[src/design/box_mean_filter_rgb_core_assert.svh]
// Assertion macros for the box mean filter RTL.
`ifndef BOX_MEAN_FILTER_RGB_CORE_ASSERT_SVH
`define BOX_MEAN_FILTER_RGB_CORE_ASSERT_SVH
`ifndef NO_ASSERTIONS
`define BMF_ASSERT_IMP(lbl, clk, rst, ante, cons) \
   lbl: assert property (@(posedge clk) disable iff (rst) (ante) |-> (cons)) \
      else $error("assertion failed");
`define BMF_ASSERT_NXT(lbl, clk, rst, ante, cons) \
   lbl: assert property (@(posedge clk) disable iff (rst) (ante) |=> (cons)) \
      else $error("assertion failed");
`else
`define BMF_ASSERT_IMP(lbl, clk, rst, ante, cons)
`define BMF_ASSERT_NXT(lbl, clk, rst, ante, cons)
`endif
`endif

[src/design/bmf_pkg.sv]
// Shared types and constants of the box mean filter.
`timescale 1ns / 1ps
package bmf_pkg;
   localparam int CSR_IW = 2;
   localparam int CSR_DW = 11;
   localparam int PIX_W  = 8;
   localparam int MEAN_W = 16;

   localparam logic [CSR_IW-1:0] REG_WINDOW = 2'd0;
   localparam logic [CSR_IW-1:0] REG_WIDTH  = 2'd1;
   localparam logic [CSR_IW-1:0] REG_HEIGHT = 2'd2;

   localparam logic KIND_PIXEL = 1'b0;
   localparam logic KIND_DRAIN = 1'b1;

   localparam logic [CSR_DW-1:0] WINDOW_RST = 11'd3;
   localparam logic [CSR_DW-1:0] WIDTH_RST  = 11'd640;
   localparam logic [CSR_DW-1:0] HEIGHT_RST = 11'd480;

   typedef enum logic [2:0] {
      ST_IDLE, ST_SUM, ST_FLUSH, ST_DIV, ST_DONE
   } back_state_type;

   typedef struct packed {
      logic empty;
      logic full;
   } queue_status_type;

   typedef struct packed {
      logic idle;
   } back_status_type;
endpackage

[src/design/bmf_queue.sv]
// Two-entry job queue between the front and the back.
`timescale 1ns / 1ps
module bmf_queue #(
   parameter int DATA_W = 8
) (
   input  logic                       clock,
   input  logic                       reset,
   input  logic                       push,
   input  logic [DATA_W-1:0]          push_data,
   input  logic                       pop,
   output logic [DATA_W-1:0]          pop_data,
   output bmf_pkg::queue_status_type  status
);
   import bmf_pkg::*;

   logic [DATA_W-1:0] slot_ff [2];
   logic              wr_ptr_ff, wr_ptr_in;
   logic              rd_ptr_ff, rd_ptr_in;
   logic [1:0]        cnt_ff, cnt_in;

   always_comb begin
      wr_ptr_in = push ? ~wr_ptr_ff : wr_ptr_ff;
      rd_ptr_in = pop ? ~rd_ptr_ff : rd_ptr_ff;
      cnt_in = cnt_ff + 2'(push) - 2'(pop);
      status.empty = (cnt_ff == 2'd0);
      status.full  = (cnt_ff == 2'd2);
      pop_data = slot_ff[rd_ptr_ff];
   end

   always_ff @(posedge clock) begin
      if (reset) begin
         wr_ptr_ff <= 1'b0;
         rd_ptr_ff <= 1'b0;
         cnt_ff    <= 2'd0;
      end else begin
         wr_ptr_ff <= wr_ptr_in;
         rd_ptr_ff <= rd_ptr_in;
         cnt_ff    <= cnt_in;
      end
   end

   always_ff @(posedge clock) begin
      if (push) begin
         slot_ff[wr_ptr_ff] <= push_data;
      end
   end
endmodule

[config.mk]
export PLATFORM = sky130hd
export DESIGN_NAME = bmf_queue
export DESIGN_NICKNAME = d
export VERILOG_FILES = /design/src/design/box_mean_filter_rgb_core_assert.svh /design/src/design/bmf_pkg.sv /design/src/design/bmf_queue.sv
export SDC_FILE = /design/constraint.sdc
export NUM_CORES = 1
export LEC_CHECK = 0
export ABC_AREA = 1
export BUFFER_PORTS_ARGS = -buffer_cell sky130_fd_sc_hd__buf_4
export CORE_MARGIN = 2
export CORE_UTILIZATION = 50
export CTS_CLUSTER_SIZE = 8
export DETAILED_ROUTE_END_ITERATION = 7
export GPL_ROUTABILITY_DRIVEN = 0
export PLACE_DENSITY = 0.74
export SYNTH_ARGS = -nofsm -noshare
export SYNTH_HDL_FRONTEND = slang
export SYNTH_SLANG_ARGS = --single-unit
[constraint.sdc]
create_clock -name clock -period 3.4 [get_ports clock]
set_input_delay 0 -clock clock [delete_from_list [all_inputs] [get_ports clock]]
set_output_delay 0 -clock clock [all_outputs]
set_load 0.01 [all_outputs]
==> results of run 1 <==
## layout make-up
class	instances	share of cell area, %
Clock buffer	3	1.96
Clock inverter	1	0.435
Inverter	8	2.61
Multi-Input combinational cell	26	18.6
Sequential cell	21	50.5
Tap cell	16	1.74
Timing Repair Buffer	33	24.2
## logic make-up after synthesis
| group | share of synthesized area, % |
|---|---|
| xor+xnor | 1.05 |
| simple gates | 6.59 |
| mux | 14.4 |
| fa+ha+maj | 2.99 |
| flops | 69.5 |
| buf+inv | 4.94 |
| compound gates | 0.598 |
## per-layer routing
layer,vias to the layer above,global-route usage [%]
met5,-,0
met4,0,12.9
met3,6,4.40
met2,18,33.9
met1,238,17.3
li1,261,-
## registers in the layout (all words and copies together) (netlist names), named ones only
| register | count |
|---|---|
| slot_ff | 16 |
| cnt_ff | 2 |
| rd_ptr_ff | 1 |
| wr_ptr_ff | 1 |
## worst max-delay path: cells and delay by family (launching register included)
family / cells / cell delay, ns
flip-flops: 1 / 0.66
buffers and inverters: 1 / 0.14
multiplexers: 1 / 0.35
## power groups by stage
stage | logic [uW] | clock network [uW] | registers, uW
after floorplan | 55.9 | 0 | 305
after global placement | 86.1 | 0 | 311
after detailed placement | 89.2 | 0 | 313
after CTS | 101 | 121 | 307
after global routing | 111 | 128 | 309
final | 100 | 116 | 306
## cell usage after synthesis (all sizes together)
library cell	number	area, um2
nor2	8	30.0
dfxtp	5	100
edfxtp	16	480
mux2	8	120
nand3	1	5.00
inv	8	30.0
xnor2	1	8.76
nor3	1	5.00
ha	2	25.0
buf	1	11.3
a21oi	1	5.00
nand2	4	15.0
## stage by stage
stage          total power (uW)  cells  util (%)  cell area, um2
6_report                    523    108      74.6            1150
4_1_cts                     529    108      74.6            1150
5_1_grt                     548    108      74.6            1150
3_5_place_dp                402     92      65.0            1000
3_3_place_gp                397     92      65.0            1000
2_1_floorplan               361     56         -             836
## final timing paths
kind | end | from | cells after the start
worst max register to register | cnt_ff[1]$_SDFF_PP0_ | cnt_ff[0]$_SDFF_PP0_ | 8
worst max-delay path | pop_data[2] | register | 2
worst min-delay path | slot_ff[0][6]$_DFFE_PP_ | push_data[6] | 2
worst min register to register | wr_ptr_ff$_SDFFE_PP0P_ | wr_ptr_ff$_SDFFE_PP0P_ | 2
==> flow_metrics.env, run 1 <==
export IMPL_status="finished clean"
export IMPL_place_hpwl_mm=1.01
export IMPL_skew_ns=0.00761
export IMPL_swShare_pct=23.7
export IMPL_ys_warnings_count=0
export IMPL_port_buffers=21
export IMPL_critPathMaxStageDelay_ns=0.66
export IMPL_grt_pass1_vias=583
export IMPL_end_kind="primary output"
export IMPL_syn2layout_area_growth_pct=37.6
export IMPL_p_seq_share_pct=58.6
export IMPL_finalNetCount=107
export IMPL_post_cts_repair_setup_buffers=0
export IMPL_dr_wl_met2_um=852
export IMPL_rsz0062_at_grt="false"
export IMPL_slew_headroom_pct=51.2
export IMPL_combPwrFrac_pct=19.2
export IMPL_final_common_cell="buf_4"
export IMPL_min_period_over_period_pct=42.6
export IMPL_clockRootBuffer="clkbuf_4"
export IMPL_fin_crit_ns=1.45
export IMPL_fp_coreArea_um2=1540
export IMPL_crit_chain="mux2_4 -> buf_4"
export IMPL_wl_met3_um=58
export IMPL_met1_length_um=528
export IMPL_register_area_um2=581
export IMPL_drive_above_1_share_pct=35.9
export IMPL_syn_mean_instance_area_um2=14.9
export IMPL_power_clock_fraction_pct=22.2
export IMPL_drtIter0Drc=0
export IMPL_holdCritPathClass="input port to register"
export IMPL_drcViolationCount=0
export IMPL_path_max_fanout=8
export IMPL_drv_slew=0
export IMPL_p_sw_uw=124
export IMPL_diodes=0
export IMPL_cp_required_ns=3.40
export IMPL_grt_max_degree=13
export IMPL_fp_row_count=14
export IMPL_die_h_um=44.9
export IMPL_fmax_ghz=0.691
export IMPL_synth_ff_latch_count=21
export IMPL_grtUsageTotal_pct=18.3
export IMPL_dp_slack_ns=2.11
export IMPL_io_pins=22
export IMPL_whs_ns=0.416
export IMPL_wl_per_cell_um=13.7
export IMPL_cell_internal_pwr_uw=399
export IMPL_crit_type="register to primary output"
export IMPL_initial_core_util_pct=54.2
export IMPL_syn_nets=70
export IMPL_setup_viol=0
export IMPL_first_pass_iters=1
export IMPL_timing_final_ws_setup_ns=1.95
export IMPL_clk_latency_ns=0.30
export IMPL_hold_viol_final=0
export IMPL_rrSetupSlack_ns=2.09
export IMPL_synthCells=56
export IMPL_postRouteAntennaNets=0
export IMPL_die_w_um=44.9
export IMPL_grt_pass1_wl_mm=2.46
export IMPL_holdBufCountCts=12
export IMPL_num_vias=523
export IMPL_critPathLaunchType="register"
export IMPL_antenna_found_initial=0
export IMPL_viasPerCell=4.84
export IMPL_numCtsBuffers=3
export IMPL_grt_overflow_total=0
export IMPL_h_tree_depth=1
export IMPL_power_leakage_uw=0.000508
export IMPL_multi_input_area_um2=214
export IMPL_cts_tree="built"
export IMPL_worst_slew_pin_slew_ns=0.729
export IMPL_netlist_area_um2=836
export IMPL_top_layer="met4"
export IMPL_clkTransAtPathRegs_ns=0.12
export IMPL_cp_arrival_ns=1.45
export IMPL_routed_wirelength_mm=1.48
export IMPL_setup_tns_ns=0
export IMPL_post_cts_resized=0
export IMPL_ys_types=12
export IMPL_die_area_um2=2010
export IMPL_ir_worst_vdd_mv=0.312
export IMPL_yosysSeqAreaShare_pct=69.5
export IMPL_n_fill_cell=115
export IMPL_cts_num_sinks=21
export IMPL_pwr_density_cell_nw_per_um2=455
export IMPL_final_cell_mix="buf_4, edfxtp_1, dlygate4sd3_1"
export IMPL_cpMaxStageDelayCell="dfxtp_1"
export IMPL_clockBufferDepth=2
export IMPL_max_cap_violations=0
No activity file was read; power rests on OpenSTA's default activity.
==> inputs of run 2 (changes only) <==
Settings changed: CORE_UTILIZATION 50 to 44, PLACE_DENSITY 0.74 to 0.69.
Clock period 3.4 ns to 1.25 ns, I/O delays scaled along.
==> flow_metrics.env, run 2 (synthesis gave the netlist of run 1 again) <==
export IMPL_diodes=0
export IMPL_crit_type="register to primary output"
export IMPL_io_pins=22
export IMPL_die_w_um=47.6
export IMPL_status="finished clean"
export IMPL_utilization_pct=70.1
export IMPL_n_fill_cell=139
export IMPL_die_area_um2=2260
export IMPL_routed_wirelength_mm=1.39
export IMPL_drv_slew=0
export IMPL_initial_core_util_pct=47.4
export IMPL_die_h_um=47.6
export IMPL_fp_row_count=15
export IMPL_holdCritPathClass="input port to register"
export IMPL_grt_overflow_total=0
export IMPL_port_buffers=21
export IMPL_viasPerCell=4.54
export IMPL_place_inst=105
export IMPL_antenna_found_initial=0
export IMPL_finalNetCount=110
export IMPL_fp_coreArea_um2=1760
export IMPL_cts_num_sinks=21
export IMPL_syn2layout_area_growth_pct=48.1
export IMPL_postRouteAntennaNets=0
export IMPL_skew_ns=0.00585
export IMPL_grt_pass1_vias=451
export IMPL_design_area_um2=1240
export IMPL_placed_area_um2=1040
export IMPL_clkTransAtPathRegs_ns=0.11
export IMPL_drcViolationCount=0
export IMPL_h_tree_depth=1
export IMPL_place_hpwl_um=894
export IMPL_dp_slack_ns=-0.00530
export IMPL_cts_tree="built"
export IMPL_path_max_fanout=5
export IMPL_grt_max_degree=13
export IMPL_critPathLaunchType="register"
export IMPL_instances_no_fill=120
export IMPL_cp_required_ns=1.25
export IMPL_max_cap_violations=0
export IMPL_numCtsBuffers=3
export IMPL_layout_top_registers="slot_ff (16), cnt_ff (2)"
export IMPL_worst_slew_pin_slew_ns=0.347
export IMPL_pwr_density_cell_nw_per_um2=1200
export IMPL_largest_reg_flops=16
export IMPL_whs_ns=0.412
export IMPL_min_period_over_period_pct=98.3
export IMPL_end_kind="primary output"
export IMPL_rsz0062_at_grt="true"
export IMPL_final_common_cell="buf_4"
export IMPL_top_register="slot_ff"
export IMPL_clockBufferDepth=2
export IMPL_grtUsageTotal_pct=13.3
export IMPL_hold_viol_final=0
export IMPL_fmax_ghz=0.814
export IMPL_power_leakage_uw=0.000531
export IMPL_clk_latency_ns=0.30
export IMPL_drive_above_1_share_pct=50.5
export IMPL_num_vias=545
export IMPL_setup_viol=0
export IMPL_clockRootBuffer="clkbuf_4"
export IMPL_first_pass_iters=3
export IMPL_timing_final_ws_setup_ns=0.0211
export IMPL_slew_headroom_pct=76.8
export IMPL_drtIter0Drc=9
export IMPL_final_cell_mix="buf_4, edfxtp_1, dlygate4sd3_1"
export IMPL_cp_arrival_ns=1.23
export IMPL_grt_pass1_wl_mm=1.90
export IMPL_ir_worst_vdd_mv=1.17
export IMPL_fin_crit_ns=1.23
export IMPL_wl_per_cell_um=11.6
-- run 2: cell count changes in the layout (fill, tap and decap cells not counted), sizes merged --
cell,before,now
dlygate4sd3,12,11
buf,21,25
-- run 2: worst max-delay path: stages, from the launching register on --
cell and delay [ns]:
dfxtp_2 0.36, buf_6 0.13, mux2_4 0.29, buf_4 0.14
-- run 2: worst paths after layout --
check	from	endpoint	slack, ns	depth (start not counted)
worst max-delay path	register	pop_data[6]	0.02	3
worst min-delay path	push_data[7]	slot_ff[0][7]$_DFFE_PP_	0.41	2
worst max register to register	cnt_ff[0]$_SDFF_PP0_	cnt_ff[1]$_SDFF_PP0_	0.05	9
worst min register to register	wr_ptr_ff$_SDFFE_PP0P_	wr_ptr_ff$_SDFFE_PP0P_	0.52	2
-- run 2: layer usage --
layer	track usage (%)	share of wire, %
met1	14.0	41
met2	21.1	52
met3	6.79	4.9
met4	8.11	1.9
met5	0	0
-- run 2: report_power, final --
group	total [uW]	internal [uW]	switching, uW
combinational	345	204	141
sequential	822	802	19.5
clock	318	119	199
total	1480	1130	359
-- run 2: area by class of cell --
cell class              instances  area [um2]  area share [%]
clock buffers                   3        22.5            1.82
clock inverters                 1        5.00           0.404
inverters                       8        30.0            2.43
multi-input cells              26         245            19.8
flip-flops and latches         21         583            47.1
well taps                      25        31.3            2.53
repair buffers                 36         320            25.9
-- run 2: through the flow --
| step | setup TNS (ns) | power, uW |
|---|---|---|
| global route | -0.0277 | 1550 |
| detailed placement | -0.00530 | 1100 |
| floorplan | 0 | 983 |
| CTS | 0 | 1450 |
| finish | 0 | 1480 |
| global placement | 0 | 1100 |
-- run 2: repair_timing --
item	4_1_cts	5_1_grt
hold endpoints to repair	21	0
resized for setup	3	15
buffers inserted	0	1
endpoints found under the setup margin	6	8
hold buffers	11	0
pin swaps	0	3
