==> config.mk <==
export PLATFORM = sky130hd
export DESIGN_NAME = bmf_front
export DESIGN_NICKNAME = d
export VERILOG_FILES = /design/src/design/box_mean_filter_rgb_core_assert.svh /design/src/design/bmf_pkg.sv /design/src/design/bmf_front.sv
export SDC_FILE = /design/constraint.sdc
export NUM_CORES = 1
export LEC_CHECK = 0
export ABC_AREA = 1
export BUFFER_PORTS_ARGS = -buffer_cell sky130_fd_sc_hd__buf_2
export CORE_UTILIZATION = 40
export CTS_CLUSTER_DIAMETER = 30
export DETAILED_ROUTE_END_ITERATION = 7
export REMOVE_ABC_BUFFERS = 1
export SLEW_MARGIN = 10
export SYNTH_ARGS = -nofsm -noshare
export SYNTH_HDL_FRONTEND = slang
export SYNTH_SLANG_ARGS = --single-unit
==> constraint.sdc <==
create_clock -name clock -period 7.7 [get_ports clock]
set_input_delay 1.54 -clock clock [delete_from_list [all_inputs] [get_ports clock]]
set_output_delay 1.54 -clock clock [all_outputs]
set_load 0.01 [all_outputs]
==> src/design/box_mean_filter_rgb_core_assert.svh <==
// Assertion macros for the box mean filter RTL.
`ifndef BOX_MEAN_FILTER_RGB_CORE_ASSERT_SVH
`define BOX_MEAN_FILTER_RGB_CORE_ASSERT_SVH
`ifndef NO_ASSERTIONS
`define BMF_ASSERT_IMP(lbl, clk, rst, ante, cons) \
   lbl: assert property (@(posedge clk) disable iff (rst) (ante) |-> (cons)) \
      else $error("assertion failed");
`define BMF_ASSERT_NXT(lbl, clk, rst, ante, cons) \
   lbl: assert property (@(posedge clk) disable iff (rst) (ante) |=> (cons)) \
      else $error("assertion failed");
`else
`define BMF_ASSERT_IMP(lbl, clk, rst, ante, cons)
`define BMF_ASSERT_NXT(lbl, clk, rst, ante, cons)
`endif
`endif

==> src/design/bmf_pkg.sv <==
// Shared types and constants of the box mean filter.
`timescale 1ns / 1ps
package bmf_pkg;
   localparam int CSR_IW = 2;
   localparam int CSR_DW = 11;
   localparam int PIX_W  = 8;
   localparam int MEAN_W = 16;

   localparam logic [CSR_IW-1:0] REG_WINDOW = 2'd0;
   localparam logic [CSR_IW-1:0] REG_WIDTH  = 2'd1;
   localparam logic [CSR_IW-1:0] REG_HEIGHT = 2'd2;

   localparam logic KIND_PIXEL = 1'b0;
   localparam logic KIND_DRAIN = 1'b1;

   localparam logic [CSR_DW-1:0] WINDOW_RST = 11'd3;
   localparam logic [CSR_DW-1:0] WIDTH_RST  = 11'd640;
   localparam logic [CSR_DW-1:0] HEIGHT_RST = 11'd480;

   typedef enum logic [2:0] {
      ST_IDLE, ST_SUM, ST_FLUSH, ST_DIV, ST_DONE
   } back_state_type;

   typedef struct packed {
      logic empty;
      logic full;
   } queue_status_type;

   typedef struct packed {
      logic idle;
   } back_status_type;
endpackage

==> src/design/bmf_front.sv <==
// Front end: registers, pixel counters, line store writes and job issue.
`timescale 1ns / 1ps
module bmf_front #(
   parameter int MAX_WIDTH  = 1024,
   parameter int MAX_HEIGHT = 1024,
   parameter int MAX_WINDOW = 31,
   parameter int XW = $clog2(MAX_WIDTH),
   parameter int RW = $clog2(MAX_WINDOW + 1),
   parameter int WW = $clog2(MAX_WINDOW + 1),
   parameter int JOB_W = RW + WW + 2 * XW + 2 * WW + 1
) (
   input  logic                          clock,
   input  logic                          reset,
   input  logic                          csr_wr_en,
   input  logic [bmf_pkg::CSR_IW-1:0]    csr_index,
   input  logic [bmf_pkg::CSR_DW-1:0]    csr_wdata,
   input  logic                          req_valid,
   output logic                          req_ready,
   input  logic                          req_kind,
   input  logic [bmf_pkg::PIX_W-1:0]     req_red_in,
   input  logic [bmf_pkg::PIX_W-1:0]     req_green_in,
   input  logic [bmf_pkg::PIX_W-1:0]     req_blue_in,
   input  bmf_pkg::queue_status_type     q_status,
   input  bmf_pkg::back_status_type      back_status,
   output logic                          wr_en,
   output logic [RW-1:0]                 wr_ring,
   output logic [XW-1:0]                 wr_col,
   output logic [3*bmf_pkg::PIX_W-1:0]   wr_data,
   output logic                          job_push,
   output logic [JOB_W-1:0]              job_data
);
   import bmf_pkg::*;

   localparam int YW   = $clog2(MAX_HEIGHT);
   localparam int RING = MAX_WINDOW + 1;
   localparam int CAPW = (MAX_WINDOW - 1) | 1;

   logic [CSR_DW-1:0] win_reg_ff, fw_reg_ff, fh_reg_ff;
   logic [XW-1:0]     in_col_ff, in_col_in, out_col_ff, out_col_in;
   logic [YW-1:0]     in_row_ff, in_row_in, out_row_ff, out_row_in;
   logic [RW-1:0]     in_ring_ff, in_ring_in, out_ring_ff, out_ring_in;
   logic              in_done_ff, in_done_in;

   logic [XW-1:0]     fwm1;
   logic [YW-1:0]     fhm1;
   logic [4:0]        win_odd;
   logic [WW-1:0]     win, half;
   logic [2*WW-1:0]   div;
   logic              accept, is_px, emit, last;
   logic [YW:0]       need_r_raw, need_r, r0;
   logic [XW:0]       need_c_raw, need_c, c0;
   logic [RW-1:0]     ring0;
   logic [WW-1:0]     nrows;

   always_comb begin
      if (fw_reg_ff == '0) begin
         fwm1 = '0;
      end else if (32'(fw_reg_ff) > MAX_WIDTH) begin
         fwm1 = XW'(MAX_WIDTH - 1);
      end else begin
         fwm1 = XW'(fw_reg_ff - 1'b1);
      end
      if (fh_reg_ff == '0) begin
         fhm1 = '0;
      end else if (32'(fh_reg_ff) > MAX_HEIGHT) begin
         fhm1 = YW'(MAX_HEIGHT - 1);
      end else begin
         fhm1 = YW'(fh_reg_ff - 1'b1);
      end
      win_odd = win_reg_ff[4:0] | 5'd1;
      win = (32'(win_odd) > MAX_WINDOW) ? WW'(CAPW) : WW'(win_odd);
      half = win >> 1;
      div = (2*WW)'(win) * (2*WW)'(win);

      req_ready = !q_status.full && (in_done_ff || (q_status.empty && back_status.idle));
      accept = req_valid && req_ready;
      is_px = accept && (req_kind == KIND_PIXEL) && !in_done_ff;

      // store the pixel first, then decide on the pending result
      in_col_in = in_col_ff;
      in_row_in = in_row_ff;
      in_ring_in = in_ring_ff;
      in_done_in = in_done_ff;
      if (is_px) begin
         if (in_col_ff == fwm1) begin
            in_col_in = '0;
            if (in_row_ff == fhm1) begin
               in_done_in = 1'b1;
            end else begin
               in_row_in = in_row_ff + 1'b1;
               in_ring_in = (in_ring_ff == RW'(RING - 1)) ? '0 : in_ring_ff + 1'b1;
            end
         end else begin
            in_col_in = in_col_ff + 1'b1;
         end
      end

      need_r_raw = {1'b0, out_row_ff} + (YW+1)'(half);
      need_r = (need_r_raw > {1'b0, fhm1}) ? {1'b0, fhm1} : need_r_raw;
      need_c_raw = {1'b0, out_col_ff} + (XW+1)'(half);
      need_c = (need_c_raw > {1'b0, fwm1}) ? {1'b0, fwm1} : need_c_raw;
      emit = accept && (in_done_in || ({1'b0, in_row_in} > need_r)
             || (({1'b0, in_row_in} == need_r) && ({1'b0, in_col_in} > need_c)));
      last = (out_row_ff == fhm1) && (out_col_ff == fwm1);

      if (out_row_ff >= YW'(half)) begin
         r0 = {1'b0, out_row_ff - YW'(half)};
         ring0 = (out_ring_ff >= RW'(half)) ? out_ring_ff - RW'(half)
                 : RW'(out_ring_ff + RW'(RING) - RW'(half));
      end else begin
         r0 = '0;
         ring0 = '0;
      end
      c0 = (out_col_ff >= XW'(half)) ? {1'b0, out_col_ff - XW'(half)} : '0;
      nrows = WW'(need_r - r0);

      out_col_in = out_col_ff;
      out_row_in = out_row_ff;
      out_ring_in = out_ring_ff;
      if (emit) begin
         if (last) begin
            in_col_in = '0;
            in_row_in = '0;
            in_ring_in = '0;
            in_done_in = 1'b0;
            out_col_in = '0;
            out_row_in = '0;
            out_ring_in = '0;
         end else if (out_col_ff == fwm1) begin
            out_col_in = '0;
            out_row_in = out_row_ff + 1'b1;
            out_ring_in = (out_ring_ff == RW'(RING - 1)) ? '0 : out_ring_ff + 1'b1;
         end else begin
            out_col_in = out_col_ff + 1'b1;
         end
      end

      wr_en = is_px;
      wr_ring = in_ring_ff;
      wr_col = in_col_ff;
      wr_data = {req_blue_in, req_green_in, req_red_in};
      job_push = emit;
      job_data = {ring0, nrows, XW'(c0), XW'(need_c), div, last};
   end

   always_ff @(posedge clock) begin
      if (reset) begin
         win_reg_ff <= WINDOW_RST;
         fw_reg_ff <= WIDTH_RST;
         fh_reg_ff <= HEIGHT_RST;
      end else if (csr_wr_en) begin
         case (csr_index)
            REG_WINDOW: win_reg_ff <= csr_wdata;
            REG_WIDTH:  fw_reg_ff <= csr_wdata;
            REG_HEIGHT: fh_reg_ff <= csr_wdata;
            default: ;
         endcase
      end
   end

   always_ff @(posedge clock) begin
      if (reset || (csr_wr_en
                    && (csr_index inside {REG_WINDOW, REG_WIDTH, REG_HEIGHT}))) begin
         in_col_ff <= '0;
         in_row_ff <= '0;
         in_ring_ff <= '0;
         in_done_ff <= 1'b0;
         out_col_ff <= '0;
         out_row_ff <= '0;
         out_ring_ff <= '0;
      end else begin
         in_col_ff <= in_col_in;
         in_row_ff <= in_row_in;
         in_ring_ff <= in_ring_in;
         in_done_ff <= in_done_in;
         out_col_ff <= out_col_in;
         out_row_ff <= out_row_in;
         out_ring_ff <= out_ring_in;
      end
   end
endmodule

==> impl_metrics.env <==
export IMPL_switching_share_pct=34.97
export IMPL_synth_cell_types=55
export IMPL_final_cell_mix="288 x nand2_1, 209 x inv_1, 150 x nor2_1"
export IMPL_clock_sinks=77
export IMPL_min_period_over_period_pct=91.17
export IMPL_drt_iter0_markers=438
export IMPL_arrival_ns=5.48
export IMPL_gp_congestion=0.9247
export IMPL_cts_buffers=9
export IMPL_max_stage_delay_ns=0.55
export IMPL_max_slew_worst_pin_slew_ns=0.9628
export IMPL_cellLeakagePower_nw=4.871
export IMPL_synth_area_sq_um=8617
export IMPL_antenna_found_initial=0
export IMPL_initial_core_util_pct=40.86
export IMPL_dieArea_sq_um=22130
export IMPL_cts_tree="yes"
export IMPL_vias=8444
export IMPL_grt_pass1_wl_um=41230
export IMPL_antenna_cells=0
export IMPL_critPathLaunch="win_reg_ff[3]"
export IMPL_synth_seq_cells=77
export IMPL_port_buffers=77
export IMPL_first_pass_iters=6
export IMPL_nFillCells=2328
export IMPL_synthCells=1348
export IMPL_rsz0062_at_grt="no"
export IMPL_yosysSeqAreaShare_pct=17.89
export IMPL_hpwlAfterDp_um=20560
export IMPL_core_sq_um=21090
export IMPL_ios=128
export IMPL_grt_pass1_vias=8056
export IMPL_detail_route_wirelength_um=25180
export IMPL_cts_max_level=3
export IMPL_clk_pin_slew_ns=0.06
export IMPL_grt_overflow=0
export IMPL_root_buffer="clkbuf_16"
export IMPL_finalHoldWorstSlack_ns=0.4858
export IMPL_worst_setup_path_type="register to output port"
export IMPL_ir_drop_v=0.0001014
export IMPL_drv_cap=0
export IMPL_synthFlopType="dfxtp_1"
export IMPL_nets=1530
export IMPL_yosys_top_cells_area="dfxtp_1 18%, ha_1 13%, nand2_1 13%"
export IMPL_seq_power_share_pct=34.7
export IMPL_crit_slowest_cell="dfxtp_1"
export IMPL_chipHeight_um=148.8
export IMPL_die_w_um=148.8
export IMPL_drive_above_1_share_pct=12.09
export IMPL_synth_edf_count=0
export IMPL_async_flop_share_pct=0
export IMPL_synth_top_area_share_pct=17.89
export IMPL_viasPerCell=5.071
export IMPL_reg2reg_from="win_reg_ff[3]"
export IMPL_route_detailed_drc=0
export IMPL_setup_viol=0
export IMPL_avgRoutedWirePerCell_um=15.12
export IMPL_final_core_util_pct=44.25
export IMPL_status="complete, no violations"
export IMPL_postSynthAreaPerCell_sq_um=6.392
export IMPL_std_cell_rows=53
export IMPL_endpoint_kind="output port"
export IMPL_fin_skew_ns=0.01015
export IMPL_critPathMaxFanout=20
export IMPL_hold_viol=0
export IMPL_cellPowerDensity_nw_per_um2=127.5
export IMPL_syn2layout_area_growth_pct=8.291
export IMPL_grt_usage_pct=23.66
export IMPL_yosysTopAreaCell="dfxtp_1"
export IMPL_hp_start="fw_reg_ff[1]"
export IMPL_crit_family="compound AO/OA/AOI/OAI gates"
export IMPL_fmax_ghz=0.1425
export IMPL_placed_cell_area_sq_um=9019
export IMPL_clk_path_buf_depth=2
export IMPL_layout_commonest_cell="nand2_1"
export IMPL_clkLatencyLatePin_ns=0.36
export IMPL_synth_warnings=0
export IMPL_period_needed_ns=7.020
export IMPL_pwr_share_clk_pct=38.8
export IMPL_design_area_sq_um=9331
export IMPL_slew_viol_final=0
export IMPL_worstPathBufferInverterCount=5
export IMPL_crit_path_start_kind="register"
export IMPL_required_ns=6.16
export IMPL_p_int_w=0.0007735
export IMPL_min_path_type="register to register"
export IMPL_total_power_w=0.001190
export IMPL_p_switching_w=0.0004160
export IMPL_power_frac_comb_pct=26.5
export IMPL_cts_hold_buf=0
export IMPL_grt_max_degree=27
export IMPL_ant_nets=0
export IMPL_fin_tns_setup_ns=0
export IMPL_slew_headroom_pct=35.32
[synthesized netlist by cell type, types with 3 or more instances]
master and number:
a21oi_1 81, buf_2 4, buf_4 29, buf_6 5, clkbuf_1 18, dfxtp_1 77
fa_1 10, ha_1 90, inv_1 209, inv_2 8, nand2_1 290, nand2_2 19
nand2_4 3, nand3_1 76, nand3_2 6, nand3_4 3, nand4_1 43, nor2_1 150
nor2_2 7, nor2_4 5, nor3_1 28, nor4_1 4, o211ai_1 7, o21ai_0 65
o21ai_1 6, xnor2_1 12, xor2_1 50
[logic make-up (layout without fill, tap and decap cells)]
kind of cell             Yosys count  count (layout)  synth area share (%)
adder cells (fa/ha/maj)          100             100                 15.39
AO/OA/AOI/OAI                    178             178                 11.27
XOR/XNOR                          62              62                 6.302
flip-flops                        77              77                 17.89
AND/OR/NAND/NOR                  651             651                 34.91
multiplexers                       2               2                0.2323
other                              2               2               0.08715
buffers and inverters            276             318                 13.92
[worst paths after layout]
path                  endpoint  slack [ns]  cells after the start
setup / recovery      job_push        0.68                     26
hold / removal    fw_reg_ff[1]        0.49                      2
setup reg to reg  in_row_ff[7]        1.81                     29
hold reg to reg   fw_reg_ff[1]        0.49                      2
[worst register-to-register path: cells and delay by family, from the launching register on]
family	cells	cell delay, ns
XOR/XNOR	1	0.10
AO/OA/AOI/OAI	5	1.10
AND/OR/NAND/NOR	15	2.30
adder cells (fa/ha/maj)	3	1.01
flip-flops	1	0.55
buffers and inverters	5	0.70
[what timing repair did]
action | in CTS | in global routing
resized for setup | 0 | 8
buffers inserted | 0 | 0
setup endpoints to repair | 0 | 1
[per-layer routing]
metal	wire length [um]	track usage, %	vias to the layer above
met2	11760	39.56	197
met3	1124	3.425	43
li1	-	-	4391
met1	11550	30.79	3813
met5	0	0.2273	-
met4	746	8.724	0
[through the flow]
step	setup WS (ns)	std cells
finish	0.6803	1665
global route	0.06107	1665
CTS	0.3398	1665
detailed placement	0.7366	1649
global placement	0.9657	1649
floorplan	1.330	1290
[flip-flops by register name (all words and copies together), names as in the netlist]
name / cells
wr_col: 10
wr_ring: 5
win_reg_ff: 4
in_row_ff: 10
in_done_ff: 1
out_ring_ff: 5
out_col_ff: 10
fh_reg_ff: 11
fw_reg_ff: 11
out_row_ff: 10
[layout make-up]
class | instances | area, sq um | area share [%]
tap | 275 | 344.1 | 3.687
inverter | 218 | 819.5 | 8.783
clock buffer | 10 | 239.0 | 2.561
timing repair buffer | 84 | 437.9 | 4.693
multi-input combinational | 995 | 5881 | 63.02
clock inverter | 6 | 68.82 | 0.7375
sequential | 77 | 1541 | 16.52
[power by group through the flow]
stage	clock network (W)	registers [W]	logic (W)
after floorplan	0	0.000421	0.000215
after global placement	0	0.000421	0.000315
after detailed placement	0	0.000422	0.000316
after CTS	0.000471	0.000413	0.000318
after global routing	0.000483	0.000413	0.000357
final	0.000461	0.000413	0.000316
Power figures use the tool's default switching activity.
